### src/sv/lrupr_pkg.sv
// ----------------------------------------------------------------------------
// lrupr_pkg
// Shared types and fixed widths for the LRU page replacement block.
// ----------------------------------------------------------------------------
`default_nettype none

package lrupr_pkg;

	// fixed field widths
	localparam int CFG_W       = 5;
	localparam int FRAME_IDX_W = 4;
	localparam int FAULT_W     = 32;

	// controller states, one-hot
	typedef enum logic [1:0] {
		S_IDLE   = 2'b01,
		S_UPDATE = 2'b10
	} state_t;

	// controller to datapath commands
	typedef struct packed {
		logic capture;  // latch the incoming page reference
		logic commit;   // look up, update table, load result register
	} cmd_t;

endpackage

`default_nettype wire

### src/sv/lrupr_if.sv
// ----------------------------------------------------------------------------
// lrupr_if
// Valid/ready channels for page references and lookup results.
// ----------------------------------------------------------------------------
`default_nettype none

interface lrupr_page_if #(parameter int PAGE_BITS = 16);
	logic                 valid;
	logic                 ready;
	logic [PAGE_BITS-1:0] page_number;

	modport source (output valid, output page_number, input ready);
	modport sink   (input valid, input page_number, output ready);
endinterface

interface lrupr_result_if #(parameter int PAGE_BITS = 16);
	logic                                  valid;
	logic                                  ready;
	logic                                  hit;
	logic [lrupr_pkg::FRAME_IDX_W-1:0]     frame_index;
	logic                                  evicted_valid;
	logic [PAGE_BITS-1:0]                  evicted_page;
	logic [lrupr_pkg::FAULT_W-1:0]         fault_count;

	modport source (output valid, output hit, output frame_index, output evicted_valid,
		output evicted_page, output fault_count, input ready);
	modport sink   (input valid, input hit, input frame_index, input evicted_valid,
		input evicted_page, input fault_count, output ready);
endinterface

`default_nettype wire

### src/sv/lrupr_ctrl.sv
// ----------------------------------------------------------------------------
// lrupr_ctrl
// Sequencer: takes one reference, runs the table update, owns result valid.
// ----------------------------------------------------------------------------
`default_nettype none

module lrupr_ctrl (
	input  wire logic            clk,
	input  wire logic            arst_n,
	input  wire logic            in_valid,
	output logic                 in_ready,
	output logic                 out_valid,
	input  wire logic            out_ready,
	output lrupr_pkg::cmd_t      cmd
);

	lrupr_pkg::state_t state_q;
	logic              out_valid_q;
	logic              accept;
	logic              slot_free;

	// handshake decode
	assign in_ready    = (state_q == lrupr_pkg::S_IDLE);
	assign accept      = in_valid && in_ready;
	assign slot_free   = !out_valid_q || out_ready;
	assign cmd.capture = accept;
	assign cmd.commit  = (state_q == lrupr_pkg::S_UPDATE) && slot_free;
	assign out_valid   = out_valid_q;

	// state register
	always_ff @(posedge clk or negedge arst_n) begin
		if (!arst_n) begin
			state_q <= lrupr_pkg::S_IDLE;
		end else begin
			case (state_q)
				lrupr_pkg::S_IDLE: begin
					if (accept) state_q <= lrupr_pkg::S_UPDATE;
				end
				lrupr_pkg::S_UPDATE: begin
					if (slot_free) state_q <= lrupr_pkg::S_IDLE;
				end
				default: begin
					state_q <= lrupr_pkg::S_IDLE;
				end
			endcase
		end
	end

	// result valid: set on commit, cleared when the beat is taken
	always_ff @(posedge clk or negedge arst_n) begin
		if (!arst_n) begin
			out_valid_q <= 1'b0;
		end else if (cmd.commit) begin
			out_valid_q <= 1'b1;
		end else if (out_ready) begin
			out_valid_q <= 1'b0;
		end
	end

`ifndef ASSERT_OFF
	// one reference in flight: no new beat the cycle after an accept
	a_one_in_flight: assert property (@(posedge clk) disable iff (!arst_n)
		accept |=> !in_ready)
		else $error("reference accepted while another is in flight");

	// a result appears only out of the update step
	a_result_from_update: assert property (@(posedge clk) disable iff (!arst_n)
		$rose(out_valid_q) |-> $past(state_q == lrupr_pkg::S_UPDATE))
		else $error("result valid raised outside update step");

	// a waiting result beat stays up until taken
	a_result_held: assert property (@(posedge clk) disable iff (!arst_n)
		(out_valid_q && !out_ready) |=> out_valid_q)
		else $error("result beat dropped before it was taken");
`endif

endmodule

`default_nettype wire

### src/sv/lrupr_dp.sv
// ----------------------------------------------------------------------------
// lrupr_dp
// Frame table, recency ranks, parallel lookup, victim pick and result register.
// ----------------------------------------------------------------------------
`default_nettype none

module lrupr_dp #(
	parameter int FRAMES    = 16,
	parameter int PAGE_BITS = 16
) (
	input  wire logic                              clk,
	input  wire logic                              arst_n,
	input  wire lrupr_pkg::cmd_t                   cmd,
	input  wire logic [PAGE_BITS-1:0]              page_in,
	input  wire logic                              cfg_we,
	input  wire logic [lrupr_pkg::CFG_W-1:0]       cfg_wdata,
	output logic                                   res_hit,
	output logic [lrupr_pkg::FRAME_IDX_W-1:0]      res_frame,
	output logic                                   res_evicted,
	output logic [PAGE_BITS-1:0]                   res_evicted_page,
	output logic [lrupr_pkg::FAULT_W-1:0]          res_faults
);

	localparam int IDX_W  = (FRAMES > 1) ? $clog2(FRAMES) : 1;
	localparam int CNT_W  = $clog2(FRAMES + 1);
	localparam int RANK_W = IDX_W;

	// state
	logic [PAGE_BITS-1:0]            frame_page_q [FRAMES];
	logic [RANK_W-1:0]               rank_q       [FRAMES];
	logic [CNT_W-1:0]                filled_q;
	logic [lrupr_pkg::FAULT_W-1:0]   fault_q;
	logic [lrupr_pkg::CFG_W-1:0]     cfg_q;
	logic [PAGE_BITS-1:0]            page_q;

	// lookup and update terms
	logic [CNT_W-1:0]                n_act;
	logic [CNT_W-1:0]                filled;
	logic [FRAMES-1:0]               in_use;
	logic [FRAMES-1:0]               match;
	logic [FRAMES-1:0]               oldest;
	logic [FRAMES-1:0]               zero_rank;
	logic [IDX_W-1:0]                hit_idx;
	logic [IDX_W-1:0]                victim_idx;
	logic [IDX_W-1:0]                target;
	logic [RANK_W-1:0]               limit;
	logic                            hit;
	logic                            full;
	logic                            age_all;
	logic                            evict;
	logic [RANK_W-1:0]               rank_d [FRAMES];
	logic [CNT_W-1:0]                filled_d;
	logic [lrupr_pkg::FAULT_W-1:0]   fault_d;

	// active frame count, out-of-range values clamped
	always_comb begin
		if (cfg_q == '0) begin
			n_act = CNT_W'(1);
		end else if (32'(cfg_q) > FRAMES) begin
			n_act = CNT_W'(FRAMES);
		end else begin
			n_act = CNT_W'(cfg_q);
		end
	end

	assign filled = (filled_q < n_act) ? filled_q : n_act;
	assign full   = (filled == n_act);

	// per-frame compare against the referenced page and the oldest rank
	always_comb begin
		for (int i = 0; i < FRAMES; i++) begin
			in_use[i]    = (CNT_W'(i) < filled);
			match[i]     = in_use[i] && (frame_page_q[i] == page_q);
			oldest[i]    = in_use[i] && (rank_q[i] == RANK_W'(filled - CNT_W'(1)));
			zero_rank[i] = (CNT_W'(i) < filled_q) && (rank_q[i] == '0);
		end
	end

	// lowest matching frame, lowest oldest frame
	always_comb begin
		hit_idx    = '0;
		victim_idx = '0;
		for (int i = FRAMES - 1; i >= 0; i--) begin
			if (match[i])  hit_idx    = IDX_W'(i);
			if (oldest[i]) victim_idx = IDX_W'(i);
		end
	end

	assign hit = |match;

	// choose target frame and aging bound
	always_comb begin
		age_all = 1'b0;
		evict   = 1'b0;
		limit   = '0;
		if (hit) begin
			target = hit_idx;
			limit  = rank_q[hit_idx];
		end else if (!full) begin
			target  = IDX_W'(filled);
			age_all = 1'b1;
		end else begin
			target = victim_idx;
			limit  = RANK_W'(filled - CNT_W'(1));
			evict  = 1'b1;
		end
	end

	// next ranks: target becomes most recent, younger frames age by one
	always_comb begin
		for (int i = 0; i < FRAMES; i++) begin
			if (IDX_W'(i) == target) begin
				rank_d[i] = '0;
			end else if (in_use[i] && (age_all || (rank_q[i] < limit))) begin
				rank_d[i] = rank_q[i] + RANK_W'(1);
			end else begin
				rank_d[i] = rank_q[i];
			end
		end
	end

	assign filled_d = (!hit && !full) ? (filled + CNT_W'(1)) : filled;
	assign fault_d  = (!hit && (fault_q != '1)) ? (fault_q + 1'b1) : fault_q;

	// control state and ranks
	always_ff @(posedge clk or negedge arst_n) begin
		if (!arst_n) begin
			cfg_q    <= lrupr_pkg::CFG_W'(16);
			filled_q <= '0;
			fault_q  <= '0;
			for (int i = 0; i < FRAMES; i++) rank_q[i] <= '0;
		end else if (cfg_we) begin
			cfg_q    <= cfg_wdata;
			filled_q <= '0;
			for (int i = 0; i < FRAMES; i++) rank_q[i] <= '0;
		end else if (cmd.commit) begin
			filled_q <= filled_d;
			fault_q  <= fault_d;
			for (int i = 0; i < FRAMES; i++) rank_q[i] <= rank_d[i];
		end
	end

	// page table, captured reference and result payload
	always_ff @(posedge clk) begin
		if (cmd.capture) page_q <= page_in;
		if (cmd.commit) begin
			if (!hit) frame_page_q[target] <= page_q;
			res_hit          <= hit;
			res_frame        <= lrupr_pkg::FRAME_IDX_W'(target);
			res_evicted      <= evict;
			res_evicted_page <= evict ? frame_page_q[victim_idx] : '0;
			res_faults       <= fault_d;
		end
	end

`ifndef ASSERT_OFF
	// fill count never runs past the active frame count
	a_filled_bound: assert property (@(posedge clk) disable iff (!arst_n)
		filled_q <= n_act)
		else $error("filled frame count exceeds active frames");

	// exactly one most-recent frame while the table holds pages
	a_single_mru: assert property (@(posedge clk) disable iff (!arst_n)
		(filled_q != '0) |-> $onehot(zero_rank))
		else $error("recency ranks lost their single most recent frame");

	// fill count moves only on an update or a frame count write
	a_filled_quiet: assert property (@(posedge clk) disable iff (!arst_n)
		(!cmd.commit && !cfg_we) |=> $stable(filled_q))
		else $error("filled frame count changed without an update");
`endif

endmodule

`default_nettype wire

### src/sv/lru_page_replacement.sv
// ----------------------------------------------------------------------------
// lru_page_replacement
// Fully associative page-frame table with least-recently-used replacement.
// ----------------------------------------------------------------------------
// Each page reference is first registered from the beat, then, in the update
// step, every frame is compared in parallel, the victim is picked and all
// recency ranks are updated. One reference is in flight at a time; the result
// sits in an output register, and a new reference is refused until the
// update step has loaded it, so a stalled result sink holds off the next
// reference only while it keeps the previous result waiting. Writing
// cfg_wdata (frames in use, 0 acts as 1, above FRAMES acts as FRAMES)
// empties the table and keeps the fault count; there is no
// clearing pass after reset. frame_index reports the low four bits of the
// frame number.
`default_nettype none

module lru_page_replacement #(
	parameter int FRAMES    = 16,
	parameter int PAGE_BITS = 16
) (
	input  wire logic                          clk,
	input  wire logic                          arst_n,
	lrupr_page_if.sink                         pages,
	lrupr_result_if.source                     results,
	input  wire logic                          cfg_we,
	input  wire logic [lrupr_pkg::CFG_W-1:0]   cfg_wdata
);

	lrupr_pkg::cmd_t cmd;

	// sequencer
	lrupr_ctrl u_ctrl (
		.clk       (clk),
		.arst_n    (arst_n),
		.in_valid  (pages.valid),
		.in_ready  (pages.ready),
		.out_valid (results.valid),
		.out_ready (results.ready),
		.cmd       (cmd)
	);

	// table and result datapath
	lrupr_dp #(
		.FRAMES    (FRAMES),
		.PAGE_BITS (PAGE_BITS)
	) u_dp (
		.clk              (clk),
		.arst_n           (arst_n),
		.cmd              (cmd),
		.page_in          (pages.page_number),
		.cfg_we           (cfg_we),
		.cfg_wdata        (cfg_wdata),
		.res_hit          (results.hit),
		.res_frame        (results.frame_index),
		.res_evicted      (results.evicted_valid),
		.res_evicted_page (results.evicted_page),
		.res_faults       (results.fault_count)
	);

endmodule

`default_nettype wire

### src/flat_wrapper.sv
// flat-port wrapper written by rule: the top's interface ports become plain ports
module lru_page_replacement_flat 
#(
	parameter int FRAMES    = 16,
	parameter int PAGE_BITS = 16
)
  (clk, arst_n, cfg_we, cfg_wdata, pages_valid, pages_page_number, pages_ready, results_valid, results_hit, results_frame_index, results_evicted_valid, results_evicted_page, results_fault_count, results_ready);
  lrupr_page_if #(.PAGE_BITS(PAGE_BITS)) pages_i ();
  lrupr_result_if #(.PAGE_BITS(PAGE_BITS)) results_i ();
  input  wire logic clk;
  input  wire logic arst_n;
  input  wire logic cfg_we;
  input  wire logic [lrupr_pkg::CFG_W-1:0] cfg_wdata;
  input wire logic [$bits(pages_i.valid)-1:0] pages_valid;
  input wire logic [$bits(pages_i.page_number)-1:0] pages_page_number;
  output wire logic [$bits(pages_i.ready)-1:0] pages_ready;
  output wire logic [$bits(results_i.valid)-1:0] results_valid;
  output wire logic [$bits(results_i.hit)-1:0] results_hit;
  output wire logic [$bits(results_i.frame_index)-1:0] results_frame_index;
  output wire logic [$bits(results_i.evicted_valid)-1:0] results_evicted_valid;
  output wire logic [$bits(results_i.evicted_page)-1:0] results_evicted_page;
  output wire logic [$bits(results_i.fault_count)-1:0] results_fault_count;
  input wire logic [$bits(results_i.ready)-1:0] results_ready;
  assign pages_i.valid = pages_valid;
  assign pages_i.page_number = pages_page_number;
  assign pages_ready = pages_i.ready;
  assign results_valid = results_i.valid;
  assign results_hit = results_i.hit;
  assign results_frame_index = results_i.frame_index;
  assign results_evicted_valid = results_i.evicted_valid;
  assign results_evicted_page = results_i.evicted_page;
  assign results_fault_count = results_i.fault_count;
  assign results_i.ready = results_ready;
  lru_page_replacement #(.FRAMES(FRAMES), .PAGE_BITS(PAGE_BITS)) u_core (.clk(clk), .arst_n(arst_n), .pages(pages_i), .results(results_i), .cfg_we(cfg_we), .cfg_wdata(cfg_wdata));
endmodule
### config.mk
export PLATFORM = sky130hd
export DESIGN_NAME = lru_page_replacement_flat
export DESIGN_NICKNAME = d
export VERILOG_FILES = /design/src/sv/lrupr_pkg.sv /design/src/sv/lrupr_if.sv /design/src/sv/lrupr_ctrl.sv /design/src/sv/lrupr_dp.sv /design/src/sv/lru_page_replacement.sv /design/src/flat_wrapper.sv
export SDC_FILE = /design/constraint.sdc
export NUM_CORES = 1
export LEC_CHECK = 0
export BUFFER_PORTS_ARGS = -buffer_cell sky130_fd_sc_hd__buf_4
export CORE_ASPECT_RATIO = 1.4
export CORE_UTILIZATION = 57
export CTS_CLUSTER_DIAMETER = 40
export DETAILED_ROUTE_END_ITERATION = 12
export PLACE_DENSITY_LB_ADDON = 0.3
export SKIP_CTS_REPAIR_TIMING = 1
export SLEW_MARGIN = 20
export SYNTH_ARGS = -nofsm -noshare
export SYNTH_HDL_FRONTEND = slang
export SYNTH_HIERARCHICAL = 1
export SYNTH_SLANG_ARGS = --single-unit
### constraint.sdc
create_clock -name clk -period 7.17 [get_ports clk]
set_input_delay 1.434 -clock clk [delete_from_list [all_inputs] [get_ports clk]]
set_output_delay 1.434 -clock clk [all_outputs]
set_load 0.02 [all_outputs]
# --- Word level (Yosys, flattened, before mapping) ---
# Memories as Yosys holds them, arrays and structs flattened. A register that Yosys moved wholly into a read port is not among the register bits.
# Cells that the tools add are included.
op_classes:
  add_sub_neg: 19
  n_lt_le_gt_ge: 35
  eq_ne: 53
  mux: 92
  bitwise_logic: 2
  reduce_logical: 112
ops:
  columns: ["operator", "count"]
  rows:
  - ["4-bit two-way mux", 70]
  - ["16-bit equality test", 16]
  - ["64-bit two-way mux", 2]
  - ["4-bit by 1-bit adder with 4-bit output, second input constant", 16]
  - ["4-bit equality test", 16]
  - ["4-bit < comparator", 16]
  - ["1-bit logical AND", 52]
  - ["3-bit nonzero test", 16]
  - ["4-bit by 5-bit < comparator with 1-bit output, first input constant", 8]
  - ["2-bit AND reduction", 18]
  - ["32-bit by 1-bit adder with 32-bit output, second input constant", 1]
  - ["4-bit equality test, first input constant", 8]
  - ["32-bit two-way mux", 1]
  - ["32-bit != test, second input constant", 1]
  - ["5-bit two-way mux", 6]
  - ["3-bit by 5-bit < comparator with 1-bit output, first input constant", 4]
  - ["1-bit logical OR", 17]
  - ["4-bit binary-select mux with 4-bit select", 1]
  - ["3-bit by 4-bit equality test with 1-bit output, first input constant", 4]
  - ["16-bit OR reduction", 1]
  - ["1-bit by 5-bit < comparator with 1-bit output, first input constant", 2]
  - ["2-bit by 5-bit < comparator with 1-bit output, first input constant", 2]
  - ["1-bit two-way mux", 9]
  - ["2-bit by 4-bit equality test with 1-bit output, first input constant", 2]
  - ["19 further kinds", 24]
word_totals:
  register_bits: 163
  ramBits: 256
  n_memories: 1
memory_table:
  columns: ["name", "depth", "word_bits", "rd", "rd_ports_with_merged_regs", "write_ports", "line_no", "text"]
  rows:
  - ["u_core.u_dp.frame_page_q", 16, 16, 17, 1, 1, "lrupr_dp.sv:29", "logic [PAGE_BITS-1:0] frame_page_q [FRAMES];"]

# --- Longest topological paths before layout ---
# Gate-level depths: netlist of the first run.
depth:
  word_depth: 35
  depth_mapped: 33

# --- Modules after synthesis ---
# Netlist of the first run, hierarchy kept.
modules_own_cells:
  columns: ["module", "instances", "cells_each", "area_each_um2"]
  rows:
  - ["lrupr_dp", 1, 2447, 26654.3]
  - ["lrupr_ctrl", 1, 12, 137.6]

# --- Least setup slack after synthesis of the first run ---
# Ideal clock, no wire load.
synth_path:
  kind: "reg2reg"
  startpoint: "reg u_core/u_dp/cfg_q[4] (netlist name)"
  endpoint: "reg u_core/u_dp/rank_q[30] (netlist name)"
  setup_time_ns: 0.078
  arrival_ns: 7.252
  required_time_ns: 7.092
  setup_slack_ns: -0.160
  path_stages_with_launch: 29
  n_path_buf: 3
  period_less_slack_ns: 7.330
  path_cell_list: "dfstp_2 -> clkbuf_1 -> inv_1 -> ha_1 -> a41o_1 -> a21o_1 -> o21ai_0 -> and2_1 -> clkbuf_1 -> a2bb2oi_1 -> o21ai_0 -> a221o_1 -> nor2_4 -> buf_1 -> nor2_1 -> a211oi_1 -> a21oi_1 -> a22oi_1 -> nor2_1 -> a211oi_1 -> ha_1 -> o21a_1 -> o21a_1 -> o21ai_0 -> and2_1 -> a41o_1 -> nand2_1 -> or4_1 -> a21oi_1"
synth_via:
  elab_chain_len: 33
  word_cells_on_any_way: 124
synth_lines:
  columns: ["element", "line_no", "text"]
  rows:
  - ["start, declared", "lrupr_dp.sv:33", "logic [lrupr_pkg::CFG_W-1:0] cfg_q;"]
  - ["start signal, assigned", "lrupr_dp.sv:128", "cfg_q <= lrupr_pkg::CFG_W'(16);"]
  - ["start signal, assigned", "lrupr_dp.sv:133", "cfg_q <= cfg_wdata;"]
  - ["5-bit > comparator", "lrupr_dp.sv:59", "end else if (32'(cfg_q) > FRAMES) begin"]
  - ["5-bit two-way mux", "lrupr_dp.sv:59", null]
  - ["5-bit two-way mux *", "lrupr_dp.sv:57", "if (cfg_q == '0) begin"]
  - ["5-bit < comparator", "lrupr_dp.sv:66", "assign filled = (filled_q < n_act) ? filled_q : n_act;"]
  - ["5-bit two-way mux", "lrupr_dp.sv:66", null]
  - ["4-bit by 5-bit < comparator with 1-bit output", "lrupr_dp.sv:72", "in_use[i] = (CNT_W'(i) < filled);"]
  - ["1-bit logical AND", "lrupr_dp.sv:73", "match[i] = in_use[i] && (frame_page_q[i] == page_q);"]
  - ["4-bit two-way mux (16 in series)", "lrupr_dp.sv:84", "if (match[i]) hit_idx = IDX_W'(i);"]
  - ["4-bit inverter with 5-bit output (not written as such)", "lrupr_dp.sv:98", "limit = rank_q[hit_idx];"]
  - ["4-bit binary-select mux with 4-bit select", "lrupr_dp.sv:98", null]
  - ["4-bit two-way mux (not written as such) (2 in series)", "lrupr_dp.sv:98", null]
  - ["4-bit two-way mux", "lrupr_dp.sv:96", "if (hit) begin"]
  - ["4-bit < comparator", "lrupr_dp.sv:114", "end else if (in_use[i] && (age_all || (rank_q[i] < limit))) begin"]
  - ["1-bit logical OR", "lrupr_dp.sv:114", null]
  - ["1-bit logical AND", "lrupr_dp.sv:114", null]
  - ["3-bit nonzero test (no source line)", null, null]
  - ["2-bit AND reduction (no source line)", null, null]
  - ["end, declared", "lrupr_dp.sv:30", "logic [RANK_W-1:0] rank_q [FRAMES];"]
# Every way passes the cells marked *; elsewhere a longest branch is shown, timed or not. The select of a mux whose other input is x is not followed.
# A chain may end at the register's enable or synchronous reset.

# --- Worst setup path after layout of the first run ---
layout_path:
  startpoint: "reg u_core/u_dp/cfg_q[4] (netlist name)"
  endpoint: "reg u_core/u_dp/rank_q[15] (netlist name)"
# The elaborated chain is that of the path after synthesis.

==> impl_metrics.prom, run 1 <==
# TYPE chip_impl_metric gauge
chip_impl_metric{name="flow.area_growth_from_synthesis",unit="%"} 14.5
chip_impl_metric{name="avgSynthCellArea",unit="µm²"} 10.9
chip_impl_info{name="cts_tree",value="done"} 1
chip_impl_metric{name="synthesis.instances",unit=""} 2459
chip_impl_info{name="hold_path.class",value="reg2reg"} 1
chip_impl_metric{name="power.density_cell_area",unit="mW/mm²"} 225
chip_impl_metric{name="final_net_count",unit=""} 2688
chip_impl_metric{name="globalRoute.totalOverflow",unit=""} 0
chip_impl_metric{name="worstSkewPairLatency",unit="ns"} 0.62
chip_impl_metric{name="h-tree-depth",unit=""} 2
chip_impl_metric{name="timing.max_slew.rel_slack",unit="%"} 23.3
chip_impl_metric{name="maxCapViolations",unit=""} 0
chip_impl_metric{name="ant_nets",unit=""} 0
chip_impl_info{name="library_cell_with_the_highest_instance_count_after_synthesis",value="sky130_fd_sc_hd__edfxtp_1"} 1
chip_impl_metric{name="clock_skew",unit="ns"} 0.0289
chip_impl_metric{name="detailedPlace.worstSlack",unit="ns"} 0.0347
chip_impl_metric{name="chipWidth",unit="µm"} 185
chip_impl_metric{name="floorplan.die_area",unit="mm²"} 0.0479
chip_impl_metric{name="nFillCells",unit=""} 3450
chip_impl_metric{name="dr.first_iter.drc_count",unit=""} 2275
chip_impl_metric{name="worst_hold_slack",unit="ns"} 0.511
chip_impl_metric{name="number_of_placed_i_o_pins",unit=""} 82
chip_impl_metric{name="remaining_drc_errors",unit=""} 0
chip_impl_info{name="criticalPathCategory",value="reg2reg"} 1
chip_impl_metric{name="final_layout_size_suffix_gt1_share",unit="%"} 17.6
chip_impl_metric{name="seq_area_frac_synth",unit="%"} 46.7
chip_impl_metric{name="clkSlewWorstSetupHoldPaths",unit="ns"} 0.06
chip_impl_metric{name="routed-via-count",unit=""} 21368
chip_impl_metric{name="core_area",unit="mm²"} 0.0462
chip_impl_metric{name="synth_top_cell_area_share",unit="%"} 36.5
chip_impl_metric{name="ir_worst_vdd",unit="mV"} 0.236
chip_impl_metric{name="max-clock-path-buffers",unit=""} 3
chip_impl_metric{name="detailedRoute.firstPassIterationCount",unit=""} 8
chip_impl_info{name="cp-start-kind",value="flop"} 1
chip_impl_metric{name="syn-cell-area",unit="mm²"} 0.0268
chip_impl_metric{name="leakagePower",unit="nW"} 11.5
chip_impl_metric{name="detail_route.wl_per_cell",unit="µm"} 27.0
chip_impl_metric{name="drv_slew",unit=""} 0
chip_impl_info{name="critical_path.endpoint_type",value="flop"} 1
chip_impl_metric{name="sequential_cell_area",unit="mm²"} 0.0125
chip_impl_info{name="dominant_synthesized_flop_cell",value="sky130_fd_sc_hd__edfxtp_1"} 1
chip_impl_info{name="clock_tree_root",value="sky130_fd_sc_hd__clkbuf_16"} 1
chip_impl_metric{name="via_count_of_the_first_global_routing_pass",unit=""} 21214
chip_impl_metric{name="avgViaCountPerCell",unit=""} 6.58
chip_impl_info{name="outcome",value="finished, final reports clean"} 1
chip_impl_metric{name="dp.final_hpwl",unit="mm"} 63.5
chip_impl_metric{name="num_antenna_cells",unit=""} 0
chip_impl_metric{name="number_of_enable_flip_flop_cells_after_synthesis",unit=""} 326
chip_impl_metric{name="multi_input_comb_area",unit="mm²"} 0.0135
chip_impl_metric{name="cts_sinks",unit=""} 435
chip_impl_metric{name="postLayoutSetupSlackWorst",unit="ns"} 0.338
chip_impl_info{name="synthTopCellsByCount",value="sky130_fd_sc_hd__edfxtp_1, sky130_fd_sc_hd__xnor2_1, sky130_fd_sc_hd__nor2_1, sky130_fd_sc_hd__xor2_1, sky130_fd_sc_hd__nand2_1"} 1
chip_impl_metric{name="grt_util_all_layers",unit="%"} 37.1
chip_impl_metric{name="crit_path_max_fanout",unit=""} 16
chip_impl_metric{name="report.power.total",unit="W"} 0.00690
chip_impl_metric{name="die-height",unit="µm"} 259
chip_impl_metric{name="grt_start_max_net_pins",unit=""} 108
chip_impl_metric{name="rows",unit=""} 93
chip_impl_metric{name="setup-tns-final",unit="ns"} 0
chip_impl_info{name="netlist_top_cells_area",value="sky130_fd_sc_hd__edfxtp_1, sky130_fd_sc_hd__dfrtp_1, sky130_fd_sc_hd__xnor2_1"} 1
chip_impl_info{name="netlist.top_cell.by_area",value="sky130_fd_sc_hd__edfxtp_1"} 1
chip_impl_metric{name="cts_inserted_buffers",unit=""} 53
chip_impl_metric{name="critical_path_required",unit="ns"} 7.68
chip_impl_metric{name="initial_core_util",unit="%"} 58.0
chip_impl_metric{name="layout_min_cycle_time",unit="ns"} 6.83
chip_impl_metric{name="worstPathArrival",unit="ns"} 7.34
chip_impl_metric{name="postSynthRegisterBits",unit=""} 435
chip_impl_metric{name="global_route_wire_length_before_repair",unit="mm"} 131
chip_impl_metric{name="synth_nets",unit=""} 2556
chip_impl_metric{name="asyncSetResetFlopFracSynth",unit="%"} 25.1
chip_impl_metric{name="antenna_found_initial",unit=""} 1
chip_impl_metric{name="max_freq",unit="MHz"} 146
chip_impl_metric{name="fin_crit_sh",unit="%"} 95.3
chip_impl_metric{name="synth_cell_types",unit=""} 100
chip_impl_metric{name="synth_warnings",unit=""} 6
chip_impl_metric{name="port_buffer_count",unit=""} 81
chip_impl_metric{name="wirelength",unit="mm"} 87.7
chip_impl_metric{name="tightestPinTransition",unit="ns"} 1.14
chip_impl_metric{name="timing_hold_violations_final",unit=""} 0
chip_impl_metric{name="setup_viol",unit=""} 0
chip_impl_metric{name="gp_congestion",unit=""} 1.01
==> placed cells by master (no fill, tap or decap), types with 15 or more instances in the layout <==
master	instances
sky130_fd_sc_hd__o22ai_1	39
sky130_fd_sc_hd__mux2i_1	68
sky130_fd_sc_hd__nand3_1	61
sky130_fd_sc_hd__clkbuf_16	54
sky130_fd_sc_hd__xor2_1	161
sky130_fd_sc_hd__o211ai_1	26
sky130_fd_sc_hd__mux2_2	89
sky130_fd_sc_hd__nor3_1	40
sky130_fd_sc_hd__nand2_1	149
sky130_fd_sc_hd__a31oi_1	20
sky130_fd_sc_hd__and3_1	23
sky130_fd_sc_hd__edfxtp_1	326
sky130_fd_sc_hd__ha_1	71
sky130_fd_sc_hd__or3_1	22
sky130_fd_sc_hd__nand4_1	60
sky130_fd_sc_hd__a21oi_1	66
sky130_fd_sc_hd__nor4_1	58
sky130_fd_sc_hd__buf_4	216
sky130_fd_sc_hd__o21ai_0	84
sky130_fd_sc_hd__or4_1	15
sky130_fd_sc_hd__inv_1	27
sky130_fd_sc_hd__o21a_1	20
sky130_fd_sc_hd__nor2_1	160
sky130_fd_sc_hd__dfrtp_1	107
sky130_fd_sc_hd__a211oi_1	77
sky130_fd_sc_hd__xnor2_1	192
sky130_fd_sc_hd__a22o_1	21
sky130_fd_sc_hd__nor2b_1	44
sky130_fd_sc_hd__nand2b_1	29
==> through the flow <==
stage | std cells | util (%) | instance area (µm²)
floorplan | 2459 | - | 26800
global placement | 3141 | 62.2 | 28700
detailed placement | 3141 | 62.2 | 28700
CTS | 3237 | 66.2 | 30600
global route | 3249 | 66.4 | 30700
finish | 3249 | 66.4 | 30700
==> path summary, 6_finish.rpt <==
kind | start | end | slack, ns | depth (start not counted)
worst max-delay path | u_core/u_dp/cfg_q[4]$_DFFE_PN1P_ | u_core/u_dp/rank_q[15]$_DFFE_PN0P_ | 0.34 | 19
worst min-delay path | u_core/u_dp/fault_q[16]$_DFFE_PN0P_ | u_core/u_dp/fault_q[16]$_DFFE_PN0P_ | 0.51 | 1
worst max register to register | u_core/u_dp/cfg_q[4]$_DFFE_PN1P_ | u_core/u_dp/rank_q[15]$_DFFE_PN0P_ | 0.34 | 19
worst min register to register | u_core/u_dp/fault_q[16]$_DFFE_PN0P_ | u_core/u_dp/fault_q[16]$_DFFE_PN0P_ | 0.51 | 1
max in group asynchronous | arst_n | u_core/u_dp/rank_q[63]$_DFFE_PN0P_ | 4.97 | 2
min in group asynchronous | arst_n | u_core/u_dp/cfg_q[3]$_DFFE_PN0P_ | 0.83 | 1
==> critical path: stages, from the launching register on <==
cell and delay [ns]:
sky130_fd_sc_hd__dfstp_4 0.73, sky130_fd_sc_hd__inv_1 0.11, sky130_fd_sc_hd__ha_1 0.38, sky130_fd_sc_hd__a41o_1 0.29, sky130_fd_sc_hd__a21oi_2 0.31, sky130_fd_sc_hd__o21ai_4 0.20, sky130_fd_sc_hd__buf_4 0.21, sky130_fd_sc_hd__a211oi_4 0.64
sky130_fd_sc_hd__buf_4 0.30, sky130_fd_sc_hd__xnor3_1 0.24, sky130_fd_sc_hd__a211oi_2 0.54, sky130_fd_sc_hd__a31oi_1 0.22, sky130_fd_sc_hd__nand3_1 0.16, sky130_fd_sc_hd__a211oi_1 0.05, sky130_fd_sc_hd__o21ai_1 0.73, sky130_fd_sc_hd__nand2b_1 0.52
sky130_fd_sc_hd__or2_1 0.28, sky130_fd_sc_hd__nand2_1 0.10, sky130_fd_sc_hd__or4_1 0.49, sky130_fd_sc_hd__a31oi_1 0.18
==> state kept, by name, summed over array words and instances (netlist names), 2 cells and up <==
signal,cells
u_core/u_dp/res_frame,4
u_core/u_dp/rank_q,64
u_core/u_dp/res_evicted_page,16
u_core/u_dp/fault_q,32
u_core/u_dp/filled_q,5
u_core/u_dp/page_q,16
u_core/u_ctrl/state_q,2
u_core/u_dp/frame_page_q,256
u_core/u_dp/cfg_q,5
u_core/u_dp/res_faults,32
==> kinds of logic (layout without fill, tap and decap cells) <==
logic type | Yosys count | after routing | share of synthesized area [%]
xor+xnor | 368 | 368 | 12.8
fa+ha+maj | 72 | 72 | 3.35
compound gates | 509 | 509 | 13.6
mux | 158 | 158 | 6.34
buf+inv | 182 | 355 | 2.95
flops | 435 | 435 | 46.7
simple gates | 735 | 735 | 14.3
==> metal layers <==
layer / share of wire [%] / wire (µm) / up-vias / track usage (%)
met5: 0 / 0 / - / 0
met4: 7.8 / 6840 / 0 / 25.8
met3: 6.3 / 5530 / 298 / 4.96
met2: 49 / 42600 / 1040 / 61.5
met1: 37 / 32800 / 10543 / 44.5
li1: - / - / 9487 / -
==> final cells by class <==
type | instances | area share, %
well taps | 617 | 2.52
inverters | 29 | 0.355
repair buffers | 230 | 6.20
flip-flops and latches | 435 | 40.8
clock inverters | 33 | 1.38
clock buffers | 63 | 4.58
multi-input cells | 1842 | 44.1
==> report_power, final <==
part | switching, W | total [W] | internal, W
Combinational | 0.000763 | 0.00124 | 0.000476
Clock | 0.00111 | 0.00277 | 0.00167
Sequential | 0.0000951 | 0.00289 | 0.00279
Total | 0.00197 | 0.00690 | 0.00493
(Power assumes the default switching activity.)
==> run 2: changes to the inputs <==
CORE_UTILIZATION = 30   (was 57)
SYNTH_HIERARCHICAL = default   (was 1)
==> impl_metrics.prom, run 2 <==
# TYPE chip_impl_metric gauge
chip_impl_metric{name="clkSlewWorstSetupHoldPaths",unit="ns"} 0.05
chip_impl_metric{name="max-clock-path-buffers",unit=""} 3
chip_impl_metric{name="power.density_cell_area",unit="mW/mm²"} 270
chip_impl_metric{name="number_of_enable_flip_flop_cells_after_synthesis",unit=""} 326
chip_impl_info{name="library_cell_with_the_highest_instance_count_after_synthesis",value="sky130_fd_sc_hd__nand2_1"} 1
chip_impl_metric{name="synth_warnings",unit=""} 0
chip_impl_metric{name="syn-cell-area",unit="mm²"} 0.0274
chip_impl_metric{name="cts_sinks",unit=""} 435
chip_impl_metric{name="synth_top_cell_area_share",unit="%"} 35.7
chip_impl_metric{name="postLayoutSetupSlackWorst",unit="ns"} 0.314
chip_impl_info{name="clock_tree_root",value="sky130_fd_sc_hd__clkbuf_16"} 1
chip_impl_metric{name="nFillCells",unit=""} 9122
chip_impl_metric{name="die-height",unit="µm"} 360
chip_impl_metric{name="tightestPinTransition",unit="ns"} 0.998
chip_impl_info{name="startpoint_of_the_lowest_slack_hold_path",value="u_core.u_dp.fault_q[22]$_DFFE_PN0P_"} 1
chip_impl_metric{name="synth_cell_types",unit=""} 106
chip_impl_info{name="layout_common_cells",value="sky130_fd_sc_hd__nand2_1, sky130_fd_sc_hd__edfxtp_1, sky130_fd_sc_hd__buf_4"} 1
chip_impl_metric{name="globalRoute.totalOverflow",unit=""} 0
chip_impl_metric{name="worstPathArrival",unit="ns"} 7.35
chip_impl_metric{name="synthesis.instances",unit=""} 2747
chip_impl_metric{name="avgSynthCellArea",unit="µm²"} 9.98
chip_impl_metric{name="leakagePower",unit="nW"} 12.3
chip_impl_metric{name="global_route_wire_length_before_repair",unit="mm"} 158
chip_impl_info{name="synthTopCellsByCount",value="sky130_fd_sc_hd__nand2_1, sky130_fd_sc_hd__edfxtp_1, sky130_fd_sc_hd__xnor2_1"} 1
chip_impl_metric{name="critical_path_required",unit="ns"} 7.66
chip_impl_metric{name="timing_hold_violations_final",unit=""} 0
chip_impl_metric{name="dpl_cell_area",unit="mm²"} 0.0304
chip_impl_metric{name="flip_flop_count_of_the_largest_register_after_layout",unit=""} 256
chip_impl_metric{name="grt_start_max_net_pins",unit=""} 65
chip_impl_info{name="min_delay_worst_endpoint",value="u_core.u_dp.fault_q[22]$_DFFE_PN0P_"} 1
chip_impl_metric{name="detailedPlace.worstSlack",unit="ns"} 0.375
chip_impl_info{name="netlist_top_cells_area",value="sky130_fd_sc_hd__edfxtp_1, sky130_fd_sc_hd__dfrtp_1, sky130_fd_sc_hd__xnor2_1"} 1
chip_impl_metric{name="asyncSetResetFlopFracSynth",unit="%"} 25.1
chip_impl_metric{name="timing.max_slew.rel_slack",unit="%"} 33.0
chip_impl_metric{name="cts_inserted_buffers",unit=""} 82
chip_impl_metric{name="floorplan.die_area",unit="mm²"} 0.0926
chip_impl_metric{name="port_buffer_count",unit=""} 81
chip_impl_metric{name="layout_min_cycle_time",unit="ns"} 6.86
chip_impl_metric{name="grt_util_all_layers",unit="%"} 22.9
chip_impl_metric{name="detail_route.wl_per_cell",unit="µm"} 25.7
chip_impl_metric{name="report.power.total",unit="W"} 0.00900
chip_impl_metric{name="postSynthRegisterBits",unit=""} 435
chip_impl_info{name="largest_reg_by_ff_count",value="u_core.u_dp.frame_page_q"} 1
chip_impl_info{name="r2r-end",value="u_core.u_dp.rank_q[61]$_DFFE_PN0P_"} 1
chip_impl_info{name="cp_slowest_cell",value="sky130_fd_sc_hd__o211ai_1"} 1
chip_impl_info{name="hold_path.class",value="reg2reg"} 1
chip_impl_metric{name="remaining_drc_errors",unit=""} 0
chip_impl_info{name="netlist.top_cell.by_area",value="sky130_fd_sc_hd__edfxtp_1"} 1
chip_impl_metric{name="reg2reg_depth",unit=""} 26
chip_impl_info{name="layout.cells.most_common",value="sky130_fd_sc_hd__nand2_1"} 1
chip_impl_metric{name="routed-via-count",unit=""} 23785
chip_impl_metric{name="r2r_setup_slack",unit="ns"} 0.31
chip_impl_metric{name="chipWidth",unit="µm"} 257
chip_impl_info{name="outcome",value="finished, final reports clean"} 1
chip_impl_info{name="dominant_synthesized_flop_cell",value="sky130_fd_sc_hd__edfxtp_1"} 1
chip_impl_metric{name="ant_nets",unit=""} 0
chip_impl_metric{name="rows",unit=""} 130
chip_impl_metric{name="antenna_found_initial",unit=""} 3
chip_impl_metric{name="timing.hold.worst_path_depth",unit=""} 1
chip_impl_info{name="cp-start-kind",value="flop"} 1
chip_impl_metric{name="max_freq",unit="MHz"} 146
chip_impl_metric{name="seq_area_frac_synth",unit="%"} 45.7
chip_impl_metric{name="worst_path_largest_cell_delay",unit="ns"} 0.80
chip_impl_metric{name="via_count_of_the_first_global_routing_pass",unit=""} 23309
chip_impl_info{name="critical_path.endpoint_type",value="flop"} 1
chip_impl_info{name="reg.largest.list",value="u_core.u_dp.frame_page_q (256), u_core.u_dp.rank_q (64)"} 1
chip_impl_metric{name="avgViaCountPerCell",unit=""} 5.66
chip_impl_metric{name="maxCapViolations",unit=""} 0
chip_impl_metric{name="number_of_placed_i_o_pins",unit=""} 82
chip_impl_metric{name="ir_worst_vdd",unit="mV"} 0.209
chip_impl_metric{name="detailedRoute.firstPassIterationCount",unit=""} 6
chip_impl_metric{name="dr.first_iter.drc_count",unit=""} 2365
chip_impl_metric{name="crit_path_max_fanout",unit=""} 19
chip_impl_info{name="unrepaired_setup_endpoints_after_global_routing",value="false"} 1
chip_impl_metric{name="worstSkewPairLatency",unit="ns"} 0.65
chip_impl_metric{name="final_layout_size_suffix_gt1_share",unit="%"} 16.8
chip_impl_metric{name="core_area",unit="mm²"} 0.0901
chip_impl_info{name="cts_tree",value="done"} 1
chip_impl_metric{name="dp.final_hpwl",unit="mm"} 79.9
chip_impl_info{name="worstReg2RegStart",value="u_core.u_dp.cfg_q[4]$_DFFE_PN1P_"} 1
chip_impl_metric{name="finish.instance_area",unit="mm²"} 0.0333
chip_impl_metric{name="flow.area_growth_from_synthesis",unit="%"} 21.6
chip_impl_metric{name="initial_core_util",unit="%"} 30.4
chip_impl_metric{name="setup_viol",unit=""} 0
chip_impl_metric{name="drv_slew",unit=""} 0
chip_impl_metric{name="synth_nets",unit=""} 2844
chip_impl_info{name="criticalPathCategory",value="reg2reg"} 1
chip_impl_metric{name="gp_congestion",unit=""} 1.03
chip_impl_metric{name="clock_skew",unit="ns"} 0.0291
chip_impl_metric{name="h-tree-depth",unit=""} 3
chip_impl_metric{name="fin_crit_sh",unit="%"} 95.6
chip_impl_metric{name="wirelength",unit="mm"} 108
chip_impl_metric{name="final_net_count",unit=""} 3039
chip_impl_info{name="critical_path.most_common_cell",value="sky130_fd_sc_hd__o21ai_0"} 1
chip_impl_metric{name="setup-tns-final",unit="ns"} 0
## run 2: kinds of logic (layout without fill, tap and decap cells)
kind of cell / after synthesis / count (layout) / synth area share (%)
xor gates and xnor gates: 353 / 353 / 11.3
adders and majority gates: 71 / 71 / 3.24
DFF: 435 / 435 / 45.7
AOI/OAI and AO/OA: 675 / 675 / 17.8
muxes: 43 / 43 / 1.63
and+or+nand+nor: 945 / 945 / 17.0
buffers and inverters: 225 / 490 / 3.34
other: 0 / 1 / 0
## run 2: cell type report
cell class / instances / area (µm²) / share of cell area [%]
multi-input combinational: 2087 / 14000 / 42.1
sequential: 435 / 12500 / 37.6
clock buffer: 93 / 2180 / 6.53
timing repair buffer: 278 / 2120 / 6.37
tap: 1188 / 1490 / 4.46
clock inverter: 61 / 754 / 2.26
inverter: 58 / 219 / 0.657
antenna: 1 / 2.50 / 0.00751
## run 2: worst max path at each step
| stage | from | endpoint | slack [ns] | cells past startpoint |
|---|---|---|---|---|
| after floorplan | u_core.u_dp.cfg_q[2]$_DFFE_PN0P_ | u_core.u_dp.frame_page_q[13][0]$_DFFE_PP_ | 0.05 | 26 |
| after global placement | u_core.u_dp.page_q[0]$_DFFE_PP_ | u_core.u_dp.rank_q[61]$_DFFE_PN0P_ | 0.42 | 25 |
| after detailed placement | u_core.u_dp.page_q[0]$_DFFE_PP_ | u_core.u_dp.rank_q[61]$_DFFE_PN0P_ | 0.37 | 25 |
| after CTS | u_core.u_dp.page_q[0]$_DFFE_PP_ | u_core.u_dp.rank_q[61]$_DFFE_PN0P_ | 0.34 | 25 |
| after global routing | u_core.u_dp.cfg_q[4]$_DFFE_PN1P_ | u_core.u_dp.rank_q[34]$_DFFE_PN0P_ | 0.04 | 26 |
| final | u_core.u_dp.cfg_q[4]$_DFFE_PN1P_ | u_core.u_dp.rank_q[61]$_DFFE_PN0P_ | 0.31 | 26 |
## run 2: stage by stage
stage	hold WS, ns	std cells	util, %
floorplan	0.468	2747	-
CTS	0.505	4200	37.0
global route	0.530	4200	37.0
detailed placement	0.495	4046	33.7
finish	0.503	4201	37.0
global placement	0.477	4046	33.7
## run 2: routing by layer
metal | routed length (µm) | vias up | share of wire (%) | GRT usage, %
li1 | - | 10677 | - | -
met1 | 41100 | 11690 | 38 | 26.4
met2 | 52800 | 1082 | 49 | 39.9
met3 | 6700 | 332 | 6.2 | 3.46
met4 | 7170 | 4 | 6.7 | 13.5
met5 | 34 | - | 0.032 | 0
## run 2: critical path: cells and delay by family (launching register included)
kind	cells	cell delay, ns
simple gates	5	0.53
fa+ha+maj	2	0.50
compound gates	15	4.13
buf+inv	4	0.78
flops	1	0.74
## run 2: power breakdown
| group | total (W) | switching (W) | internal [W] |
|---|---|---|---|
| Combinational | 0.00195 | 0.00129 | 0.000658 |
| Sequential | 0.00295 | 0.000137 | 0.00282 |
| Clock | 0.00409 | 0.00149 | 0.00260 |
